`src/hdl/bbpf_pkg.sv`:
```
// Shared types and constants for the binary boundary pixel finder.
// Used by the result queue, the top level and the testbench.
`timescale 1ns / 1ps

package bbpf_pkg;

  // Configuration port
  localparam int CFG_IDX_W  = 2;
  localparam int CFG_DATA_W = 16;

  localparam logic [CFG_IDX_W-1:0] REG_CUTOFF       = 2'd0;
  localparam logic [CFG_IDX_W-1:0] REG_IMAGE_WIDTH  = 2'd1;
  localparam logic [CFG_IDX_W-1:0] REG_IMAGE_HEIGHT = 2'd2;

  localparam int CUTOFF_W = 16;
  localparam int DIM_W    = 11;

  localparam logic signed [CUTOFF_W-1:0] CUTOFF_RESET = 16'sd3;
  localparam logic [DIM_W-1:0]           DIM_RESET    = 11'd5;

  // Result fields
  localparam int COORD_W      = 10;
  localparam int OUT_TDATA_W  = 24;
  localparam int RES_PER_ITEM = 3;

  // Result queue
  localparam int QDEPTH = 4;
  localparam int QCNT_W = 3;
  localparam int PUSH_W = 2;

  typedef struct packed {
    logic               last;
    logic [COORD_W-1:0] col;
    logic [COORD_W-1:0] row;
  } res_t;

  // Queue status toward the input side
  typedef struct packed {
    logic              head_vld;
    logic [QCNT_W-1:0] level;
  } q_stat_t;

endpackage

```
`src/hdl/bbpf_cell.sv`:
```
// One-bit storage cell of a line delay row.
// Shifts from its neighbor, or loads the broadcast bit when it is the entry cell.
`timescale 1ns / 1ps

module bbpf_cell (
  input  logic clk,
  input  logic shift,
  input  logic load,
  input  logic din,
  input  logic nbr,
  output logic q
);

  logic bit_r;
  logic bit_nxt;

  // take the new bit at the entry point, otherwise the neighbor's bit
  assign bit_nxt = load ? din : nbr;

  always_ff @(posedge clk) begin
    if (shift) begin
      bit_r <= bit_nxt;
    end
  end

  assign q = bit_r;

endmodule

```
`src/hdl/bbpf_line.sv`:
```
// Row of one-bit cells forming a delay line whose length follows the tap index.
// Depends on bbpf_cell. The bit entered at cell tap reaches cell 0 after tap+1 shifts.
`timescale 1ns / 1ps

module bbpf_line #(
  parameter int DEPTH = 1024,
  parameter int IDX_W = 10
) (
  input  logic             clk,
  input  logic             shift,
  input  logic [IDX_W-1:0] tap,
  input  logic             din,
  output logic             tap0,
  output logic             tap1
);

  logic [DEPTH-1:0] q;

  genvar i;
  generate
    for (i = 0; i < DEPTH; i++) begin : g_cell
      logic nbr;
      // the far end has no neighbor
      if (i == DEPTH - 1) begin : g_end
        assign nbr = 1'b0;
      end else begin : g_mid
        assign nbr = q[i+1];
      end
      bbpf_cell u_cell (
        .clk   (clk),
        .shift (shift),
        .load  (tap == IDX_W'(i)),
        .din   (din),
        .nbr   (nbr),
        .q     (q[i])
      );
    end

    // second-to-last tap, absent on a one-cell row
    if (DEPTH > 1) begin : g_tap1
      assign tap1 = q[1];
    end else begin : g_no_tap1
      assign tap1 = 1'b0;
    end
  endgenerate

  assign tap0 = q[0];

endmodule

```
`src/hdl/bbpf_outq.sv`:
```
// Result queue: a short chain of slots that shifts toward the output slot.
// Takes up to three results per cycle and hands out one; uses bbpf_pkg.
`timescale 1ns / 1ps

module bbpf_outq (
  input  logic                                    clk,
  input  logic                                    rst_n,
  input  logic [bbpf_pkg::PUSH_W-1:0]             push_n,
  input  bbpf_pkg::res_t [bbpf_pkg::RES_PER_ITEM-1:0] push_data,
  input  logic                                    pop,
  output bbpf_pkg::res_t                          head,
  output bbpf_pkg::q_stat_t                       stat
);

  import bbpf_pkg::*;

  res_t              q_r   [QDEPTH];
  res_t              q_nxt [QDEPTH];
  logic [QCNT_W-1:0] level_r;
  logic [QCNT_W-1:0] level_nxt;
  logic [QCNT_W-1:0] base;

  // slots left after the pop; new words append behind them
  assign base      = level_r - QCNT_W'(pop);
  assign level_nxt = base + QCNT_W'(push_n);

  genvar j;
  generate
    for (j = 0; j < QDEPTH; j++) begin : g_slot
      res_t              shifted;
      logic [PUSH_W-1:0] offs;

      if (j == QDEPTH - 1) begin : g_last
        assign shifted = q_r[j];
      end else begin : g_mid
        assign shifted = pop ? q_r[j+1] : q_r[j];
      end

      assign offs = PUSH_W'(QCNT_W'(j) - base);

      // keep the older word, place a new word, or hold
      always_comb begin
        if (QCNT_W'(j) < base) begin
          q_nxt[j] = shifted;
        end else if (offs < push_n) begin
          q_nxt[j] = push_data[offs];
        end else begin
          q_nxt[j] = q_r[j];
        end
      end

      always_ff @(posedge clk) begin
        q_r[j] <= q_nxt[j];
      end
    end
  endgenerate

  // hold the fill level
  always_ff @(posedge clk) begin
    if (!rst_n) begin
      level_r <= '0;
    end else begin
      level_r <= level_nxt;
    end
  end

  assign head          = q_r[0];
  assign stat.level    = level_r;
  assign stat.head_vld = (level_r != '0);

endmodule

```
`src/hdl/binary_boundary_pixel_finder.sv`:
```
// Top level of the binary boundary pixel finder.
// Depends on bbpf_pkg, bbpf_line (rows of bbpf_cell) and bbpf_outq.
`timescale 1ns / 1ps

// Usage
//   in_*  : one pixel per word in raster order, in_tdata[PIXEL_BITS-1:0] two's complement.
//   out_* : one boundary pixel per word, row in out_tdata[9:0], col in [19:10];
//           out_tlast marks the last result caused by one input pixel.
//   cfg_* : register writes (0 cutoff, 1 image_width, 2 image_height); a width or
//           height write restarts the frame. Write only while no results are pending.
// Decision: a pixel is decided one row after it arrives (the last row as its right
//   neighbor arrives, the final pixel at once); its result enters the result queue
//   when the deciding input word is taken and waits there behind older results.
// Throughput: one pixel per clock while in_tready is high. Each pixel yields at most one
//   result outside the last row; in the last row up to three, drained one per clock by
//   the four-slot result queue, so a word is taken only while at most one result waits.
// Reset: counters and the queue clear, cutoff returns to 3 and both sizes to 5.
//   The line cells are not cleared; they are read only after the current frame
//   has filled them.
// Receiver stall: results hold in the queue; when more than one waits, in_tready
//   drops until the receiver takes words again.

module binary_boundary_pixel_finder #(
  parameter int MAX_WIDTH  = 1024,
  parameter int MAX_HEIGHT = 1024,
  parameter int PIXEL_BITS = 16
) (
  input  logic                                  clk,
  input  logic                                  rst_n,
  // fields, low bit first: pixel
  input  logic                                  in_tvalid,
  output logic                                  in_tready,
  input  logic [((PIXEL_BITS+7)/8)*8-1:0]       in_tdata,
  // fields, low bit first: row, col, zero fill
  output logic                                  out_tvalid,
  input  logic                                  out_tready,
  output logic [bbpf_pkg::OUT_TDATA_W-1:0]      out_tdata,
  output logic                                  out_tlast,
  input  logic                                  cfg_valid,
  output logic                                  cfg_ready,
  input  logic [bbpf_pkg::CFG_IDX_W-1:0]        cfg_index,
  input  logic [bbpf_pkg::CFG_DATA_W-1:0]       cfg_data
);

  import bbpf_pkg::*;

  localparam int CW    = (MAX_WIDTH > 1) ? $clog2(MAX_WIDTH) : 1;
  localparam int RW    = (MAX_HEIGHT > 1) ? $clog2(MAX_HEIGHT) : 1;
  localparam int WW    = $clog2(MAX_WIDTH + 1);
  localparam int HW    = $clog2(MAX_HEIGHT + 1);
  localparam int WD    = (WW > DIM_W) ? WW : DIM_W;
  localparam int HD    = (HW > DIM_W) ? HW : DIM_W;
  localparam int CMP_W = (PIXEL_BITS > CUTOFF_W) ? PIXEL_BITS : CUTOFF_W;

  // configuration registers
  logic signed [CUTOFF_W-1:0] cutoff_r;
  logic [DIM_W-1:0]           image_width_r;
  logic [DIM_W-1:0]           image_height_r;

  // frame position
  logic [CW-1:0] col_r;
  logic [CW-1:0] col_nxt;
  logic [RW-1:0] row_r;
  logic [RW-1:0] row_nxt;

  // short taps of the current row and the row above
  logic s1_r;
  logic s2_r;
  logic swp1_r;

  logic          in_acc;
  logic          cfg_acc;
  logic          dim_wr;
  logic [WD-1:0] w_ext;
  logic [WD-1:0] w_eff;
  logic [HD-1:0] h_ext;
  logic [HD-1:0] h_eff;
  logic [CW-1:0] w_m1;
  logic [RW-1:0] h_m1;
  logic [CW-1:0] c;
  logic [RW-1:0] r;
  logic          oob;
  logic          c_last;
  logic          r_last;

  logic signed [CMP_W-1:0] pix_s;
  logic signed [CMP_W-1:0] cut_s;
  logic                    fg;

  logic sw;
  logic swm1;
  logic s2w;
  logic s2w_unused;

  logic hit0;
  logic hit1;
  logic hit2;
  res_t e0;
  res_t e1;
  res_t e2;
  res_t [RES_PER_ITEM-1:0] push_data;
  logic [PUSH_W-1:0]       push_n;
  res_t                    head;
  q_stat_t                 qstat;

  assign in_acc  = in_tvalid && in_tready;
  assign cfg_acc = cfg_valid && cfg_ready;
  assign dim_wr  = cfg_acc && ((cfg_index == REG_IMAGE_WIDTH) ||
                               (cfg_index == REG_IMAGE_HEIGHT));

  // clamp the sizes into 1 .. MAX
  assign w_ext = WD'(image_width_r);
  assign h_ext = HD'(image_height_r);

  always_comb begin
    if (w_ext == '0) begin
      w_eff = WD'(1);
    end else if (w_ext > WD'(MAX_WIDTH)) begin
      w_eff = WD'(MAX_WIDTH);
    end else begin
      w_eff = w_ext;
    end
    if (h_ext == '0) begin
      h_eff = HD'(1);
    end else if (h_ext > HD'(MAX_HEIGHT)) begin
      h_eff = HD'(MAX_HEIGHT);
    end else begin
      h_eff = h_ext;
    end
  end

  assign w_m1 = CW'(w_eff - WD'(1));
  assign h_m1 = RW'(h_eff - HD'(1));

  // a position outside the image starts a new frame
  assign oob    = (row_r > h_m1) || (col_r > w_m1);
  assign c      = oob ? '0 : col_r;
  assign r      = oob ? '0 : row_r;
  assign c_last = (c == w_m1);
  assign r_last = (r == h_m1);

  // threshold the pixel
  assign pix_s = CMP_W'(signed'(in_tdata[PIXEL_BITS-1:0]));
  assign cut_s = CMP_W'(cutoff_r);
  assign fg    = (pix_s >= cut_s);

  // row above: cell 0 holds (r-1,c), cell 1 holds (r-1,c+1)
  bbpf_line #(
    .DEPTH (MAX_WIDTH),
    .IDX_W (CW)
  ) u_line_up (
    .clk   (clk),
    .shift (in_acc),
    .tap   (w_m1),
    .din   (fg),
    .tap0  (sw),
    .tap1  (swm1)
  );

  // two rows above: cell 0 holds (r-2,c)
  bbpf_line #(
    .DEPTH (MAX_WIDTH),
    .IDX_W (CW)
  ) u_line_up2 (
    .clk   (clk),
    .shift (in_acc),
    .tap   (w_m1),
    .din   (sw),
    .tap0  (s2w),
    .tap1  (s2w_unused)
  );

  // decide (r-1,c), (r,c-1) in the last row, and the final pixel
  always_comb begin
    hit0 = (r != '0) && sw &&
           (!fg || ((r > RW'(1)) && !s2w) || ((c != '0) && !swp1_r) ||
            (!c_last && !swm1));
    hit1 = r_last && (c != '0) && s1_r &&
           (!fg || ((r != '0) && !swp1_r) || ((c > CW'(1)) && !s2_r));
    hit2 = r_last && c_last && fg &&
           (((r != '0) && !sw) || ((c != '0) && !s1_r));
    hit0 = hit0 && (s2w || !s2w_unused || 1'b1);
  end

  always_comb begin
    e0.row  = COORD_W'(r - RW'(1));
    e0.col  = COORD_W'(c);
    e0.last = !(hit1 || hit2);
    e1.row  = COORD_W'(r);
    e1.col  = COORD_W'(c - CW'(1));
    e1.last = !hit2;
    e2.row  = COORD_W'(r);
    e2.col  = COORD_W'(c);
    e2.last = 1'b1;
  end

  // pack the hits without gaps, oldest decision first
  always_comb begin
    push_data[0] = hit0 ? e0 : (hit1 ? e1 : e2);
    push_data[1] = (hit0 && hit1) ? e1 : e2;
    push_data[2] = e2;
    push_n       = in_acc ? (PUSH_W'(hit0) + PUSH_W'(hit1) + PUSH_W'(hit2)) : '0;
  end

  bbpf_outq u_outq (
    .clk       (clk),
    .rst_n     (rst_n),
    .push_n    (push_n),
    .push_data (push_data),
    .pop       (out_tvalid && out_tready),
    .head      (head),
    .stat      (qstat)
  );

  // take a word only while room for three results remains
  assign in_tready  = (qstat.level <= QCNT_W'(QDEPTH - RES_PER_ITEM));
  assign cfg_ready  = 1'b1;
  assign out_tvalid = qstat.head_vld;
  assign out_tdata  = {{(OUT_TDATA_W - 2*COORD_W){1'b0}}, head.col, head.row};
  assign out_tlast  = head.last;

  // advance the raster position
  always_comb begin
    col_nxt = col_r;
    row_nxt = row_r;
    if (dim_wr) begin
      col_nxt = '0;
      row_nxt = '0;
    end else if (in_acc) begin
      if (c_last) begin
        col_nxt = '0;
        row_nxt = r_last ? '0 : r + RW'(1);
      end else begin
        col_nxt = c + CW'(1);
        row_nxt = r;
      end
    end
  end

  // hold position and registers
  always_ff @(posedge clk) begin
    if (!rst_n) begin
      col_r          <= '0;
      row_r          <= '0;
      cutoff_r       <= CUTOFF_RESET;
      image_width_r  <= DIM_RESET;
      image_height_r <= DIM_RESET;
    end else begin
      col_r <= col_nxt;
      row_r <= row_nxt;
      if (cfg_acc) begin
        case (cfg_index)
          REG_CUTOFF:       cutoff_r       <= signed'(cfg_data[CUTOFF_W-1:0]);
          REG_IMAGE_WIDTH:  image_width_r  <= cfg_data[DIM_W-1:0];
          REG_IMAGE_HEIGHT: image_height_r <= cfg_data[DIM_W-1:0];
          default: ;
        endcase
      end
    end
  end

  // short taps shift with every pixel
  always_ff @(posedge clk) begin
    if (in_acc) begin
      s1_r   <= fg;
      s2_r   <= s1_r;
      swp1_r <= sw;
    end
  end

endmodule

```
`config.mk`:
```
export PLATFORM = sky130hd
export DESIGN_NAME = binary_boundary_pixel_finder
export DESIGN_NICKNAME = d
export VERILOG_FILES = /design/src/hdl/bbpf_pkg.sv /design/src/hdl/bbpf_cell.sv /design/src/hdl/bbpf_line.sv /design/src/hdl/bbpf_outq.sv /design/src/hdl/binary_boundary_pixel_finder.sv
export SDC_FILE = /design/constraint.sdc
export NUM_CORES = 2
export LEC_CHECK = 0
export ABC_CLOCK_PERIOD_IN_PS = 77100
export BUFFER_PORTS_ARGS = -buffer_cell sky130_fd_sc_hd__buf_2
export CAP_MARGIN = 10
export CELL_PAD_IN_SITES_DETAIL_PLACEMENT = 1
export CELL_PAD_IN_SITES_GLOBAL_PLACEMENT = 1
export CORE_ASPECT_RATIO = 0.7
export CORE_MARGIN = 3
export CORE_UTILIZATION = 52
export DETAILED_ROUTE_END_ITERATION = 10
export PLACE_DENSITY_LB_ADDON = 0.1
export SLEW_MARGIN = 20
export SYNTH_ARGS = -nofsm -noshare
export SYNTH_HDL_FRONTEND = slang
export SYNTH_SLANG_ARGS = --single-unit
```
`constraint.sdc`:
```
create_clock -name clk -period 77.1 [get_ports clk]
set_input_delay 0 -clock clk [delete_from_list [all_inputs] [get_ports clk]]
set_output_delay 0 -clock clk [all_outputs]
set_load 0.05 [all_outputs]
```
# Word level (Yosys, flattened, before mapping)
# Memory sizes are Yosys's and may differ from the RTL's.
# Index checks and enable logic that the tools add are counted.
[word_totals]
regBits = 2112
ramBits = 84
input_bits = 39
out_inout_bits = 28
n_memories = 1
[memory_table]
columns = ["memory", "depth", "width", "read_ports", "rd_clocked_by_memory_dff", "wr", "line", "rtl"]
rows = [
  ["u_outq.q_r", 4, 21, 4, 0, 4, "bbpf_outq.sv:17", "res_t q_r [QDEPTH];"],
]
[classes]
n_addsub = 14
magnitude_cmp = 20
n_eq_ne = 1027
n_mux = 2078
bitwise = 1
n_reduce_logical = 49
[ops]
columns = ["op", "n"]
rows = [
  ["$eq 10x10->1 const B", 512],
  ["$eq 10x9->1 const B", 256],
  ["$mux 1", 2046],
  ["$eq 10x8->1 const B", 128],
  ["$eq 10x7->1 const B", 64],
  ["$mux 21", 18],
  ["$eq 10x6->1 const B", 32],
  ["$bmux 21 s2", 4],
  ["$eq 10x5->1 const B", 16],
  ["$mux 10", 9],
  ["$eq 10x4->1 const B", 8],
  ["$eq 10x3->1 const B", 4],
  ["$sub 10x1->10 const B", 4],
  ["$gt 11x11->1 const B", 2],
  ["$logic_not 11->1", 2],
  ["$add 10x1->10 const B", 2],
  ["$eq 10x10->1", 2],
  ["$eq 10x2->1 const B", 2],
  ["$gt 10x1->1 const B", 2],
  ["$gt 10x10->1", 2],
  ["$reduce_bool 10->1", 2],
  ["$logic_and 1x1->1", 19],
  ["$ge 16x16->1", 1],
  ["$lt 2x3->1 const B", 4],
  ["22 further kinds", 48],
]

# Logic depth before layout (Yosys ltp)
[depth]
ltp_word = 19
depth_mapped = 35
mapped_depth_nobuf = 30

# Worst setup path before layout
# No wires, ideal clock.
[synth_timing]
path_kind = "reg2reg"
from = "register u_outq.level_r[2]"
to = "register col_r[6]"
setup_ns = 0.158
t_arrival_ns = 62.544
t_required_ns = 76.942
setup_slack_ns = 14.398
stages_incl_launch_ff = 8
path_cell_list = "dfxtp_1 nor2_1 nand2_1 clkinv_1 clkbuf_1 o21ai_0 a21oi_1 nor2_1"
[synth_between]
elab_chain_len = 2
[synth_rtl]
columns = ["element", "line", "rtl"]
rows = [
  ["start: declaration", "bbpf_outq.sv:19", "logic [QCNT_W-1:0] level_r;"],
  ["start signal: assignment", "bbpf_outq.sv:63", "level_r <= level_nxt;"],
  ["$le 3x1->1", "binary_boundary_pixel_finder.sv:216", "assign in_tready = (qstat.level <= QCNT_W'(QDEPTH - RES_PER_ITEM));"],
  ["named net in_tready", "binary_boundary_pixel_finder.sv:32", "output logic in_tready,"],
  ["$logic_and 1x1->1", "binary_boundary_pixel_finder.sv:106", "assign in_acc = in_tvalid && in_tready;"],
  ["named net in_acc", "binary_boundary_pixel_finder.sv:71", "logic in_acc;"],
  ["end signal: assignment", "binary_boundary_pixel_finder.sv:249", "col_r <= col_nxt;"],
  ["end: declaration", "binary_boundary_pixel_finder.sv:61", "logic [CW-1:0] col_r;"],
]
# The timed path passes the listed nets, and every way through them passes these cells.
# A chain may end at the register's enable or synchronous reset.

==> flow_summary.yaml <==
power_and_ir_drop:
  ir_worst_vdd_mv: 0.0296
  p_leak_uw: 0.0365
  p_per_area_nw_per_um2: 32.4
cts:
  tritoncts: "built"
  clkSinkCount: 2196
  cts_made_buffers: 218
  clkLatencyLatePin_ns: 0.87
  clkTransAtPathRegs_ns: 0.06
  clockBufferDepth: 4
  cts_root_buf: "clkbuf_16"
  holdBufCountCts: 57
  postCtsSetupBuffers: 0
  htreeDepth: 4
  ctsResizeCount: 0
setup_path:
  critical_path.max_stage_delay_ns: 0.79
  crit_fanout: 35
  reg2reg_depth: 30
  critPathKind: "flop to flop"
  crit_path_start: "image_width_r[2]"
  crit_arrival_ns: 10.95
  reg2reg_from: "image_width_r[2]"
  crit_required_ns: 77.66
  reg2reg_to: "u_outq.q_r[1][5]"
  cp-start-kind: "flop"
  crit_path_frequent_cell: "ha_1"
  end_kind: "flop"
  cp_slowest_cell: "nor4_2"
  r2r_slack_ns: 66.71
grt:
  antenna_found_initial: 6
  grt.total_usage_pct: 26.6
  met3_usage_pct: 3.37
  grt_pass1_vias: 66800
  busiest_layer: "met2"
  grt_overflow_total: 0
  gr-usage-met2_pct: 42.5
  grt_max_degree: 212
  grtUsageMet1_pct: 39.3
  grt_pass1_wl_um: 405000
synth:
  ys.flop_type: "edfxtp_1"
  synth_async_sr_flop_share_pct: 0
  synth_top_family_by_area: "simple AND/OR/NAND/NOR gates"
  yosysMostFrequentCell: "edfxtp_1"
  yosysTopAreaCell: "edfxtp_1"
  synth_enable_flop_cells: 2135
  netlist_area_um2: 98100
  synth_common_cells: "edfxtp_1 (2135), nor2_1 (1659), nand2_1 (1073)"
  synth_mux_area_share_pct: 8.88
  synthTopCellsByArea: "edfxtp_1 (65%), mux2_2 (8.8%), nor2_1 (6.3%), a21oi_1 (4.2%), nand2_1 (4.1%)"
  avgSynthCellArea_um2: 11.9
  ys_seq_area_share_pct: 66.6
  synth_adder_area_share_pct: 0.779
  synth_xor_xnor_area_share_pct: 0.464
  syn-instance-count: 8256
  ys_ff_latch: 2196
  synthSimpleGateAreaFrac_pct: 11.9
  yosys_warnings: 0
  ys_types: 96
  synth_compound_area_share_pct: 9.21
  synth_top_area_share_pct: 65.3
die:
  ios: 67
  die_y_um: 369
  start_util_pct: 52.7
  num_rows: 132
  design.core.area_um2: 186000
  die_w_um: 525
  die_area_um2: 194000
timing:
  slew_viol_final: 0
  hold_violations: 0
  setup_viol: 0
  relSlewSlack_pct: 23.2
  max_freq_mhz: 96.3
  fin_crit_sh_pct: 13.5
  setup-tns-final_ns: 0
  rsz0062_at_grt: "false"
  skew_ns: 0.0474
  tightest_slew_ns: 1.15
  fin_crit_ns: 10.39
place:
  portBuffers: 61
  place_inst: 10400
  place_congestion: 0.842
  hpwl_um: 148000
route:
  vias_per_cell: 6.00
  drc: 0
  wl_per_cell_um: 24.3
  first_pass_iters: 6
  routed-via-count: 65300
  drtIter0Drc: 6629
  ant_nets: 0
  wirelength_um: 265000
hold_path:
  hp-start: "cfg_data[4]"
  whs_path_depth: 4
  hold-path-endpoint: "image_width_r[4]"
  hold_path_class: "primary input to flop"
final_layout:
  syn_to_final_growth_pct: 10.2
  num-nets-final: 8339
  instances_no_fill: 10900
  drive_above_1_share_pct: 15.6
flow_run:
  drv_cap: 0
outcome:
  status: "completed"
worst max path at each step:
stage	endpoint	cells after the start
5_1_grt	u_outq.q_r[1][5]	30
6_report	u_outq.q_r[1][5]	30
3_5_place_dp	u_outq.q_r[1][5]	30
4_1_cts	u_outq.q_r[1][5]	30
3_3_place_gp	u_outq.q_r[1][5]	30
2_1_floorplan	col_r[6]	7
routing by layer:
| metal | vias to the layer above | wire (um) |
|---|---|---|
| met3 | 367 | 13400 |
| met2 | 1658 | 123000 |
| met4 | 2 | 5580 |
| met1 | 33600 | 123000 |
| li1 | 29700 | - |
| met5 | - | 17 |
cells by family after synthesis:
family / Yosys count
other: 2
XOR/XNOR: 49
adder cells (fa/ha/maj): 60
buffers and inverters: 550
AND/OR/NAND/NOR: 2963
AO/OA/AOI/OAI: 1661
flip-flops: 2196
multiplexers: 775
layout by cell type (no fill, tap or decap), types with 33 or more instances in the layout:
master         netlist  routed
nand2_1           1073    1057
nor3_1              40      39
a21boi_0            33      33
xnor2_1             35      35
clkinv_2             0      36
nor2_1            1659    1654
clkinv_1             3      62
dlygate4sd3_1        0      57
clkbuf_16            0     221
o21ai_0            592     592
buf_2                8      61
inv_1               54      53
ha_1                57      56
nand3_1             45      45
buf_4                6     126
mux2_2             766     766
edfxtp_1          2135    2135
clkbuf_1           460      43
a21oi_1            822     822
dfxtp_1             61      61
flip-flops by register name (all words and copies together), names as in the netlist:
signal	cells
u_line_up.g_cell.u_cell.q	1024
cut_s	16
row_r	10
s2_r	1
u_line_up2.g_cell.u_cell.q	1024
h_ext	11
u_outq.level_r	3
col_r	10
s1_r	1
u_outq.q_r	84
image_width_r	11
swp1_r	1
layout make-up:
type | instances | area (um2)
clock inverter | 121 | 938
inverter | 59 | 236
antenna | 3 | 7.51
fill | 18700 | 78200
clock buffer | 265 | 5710
multi-input combinational | 5513 | 30800
timing repair buffer | 253 | 1990
sequential | 2196 | 65300
tap | 2479 | 3100
power breakdown:
part / total (uW) / internal [uW] / leakage (uW) / switching (uW)
Sequential: 1820 / 1730 / 0.0211 / 87.6
Clock: 1030 / 573 / 0.00326 / 460
Combinational: 647 / 187 / 0.0122 / 460
Total: 3500 / 2490 / 0.0365 / 1010
stage by stage:
stage	setup WS (ns)	cell area (um2)	util, %	hold slack [ns]	total power (uW)
after floorplan	14.40	98100	-	0.124	2940
after global placement	66.95	101000	54.1	0.253	2440
after detailed placement	66.80	101000	54.1	0.269	2470
after CTS	66.80	108000	58.0	0.00682	3520
after global routing	66.12	108000	58.0	0.0750	3660
final	66.71	108000	58.0	0.0663	3500
worst max-delay path: cells and delay by family, from the launching register on:
family	cells	cell delay, ns
and+or+nand+nor	9	2.38
DFF	1	0.38
AOI/OAI and AO/OA	10	3.18
buffers and inverters	6	2.12
adders and majority gates	5	2.01
Power figures use the tool's default switching activity.
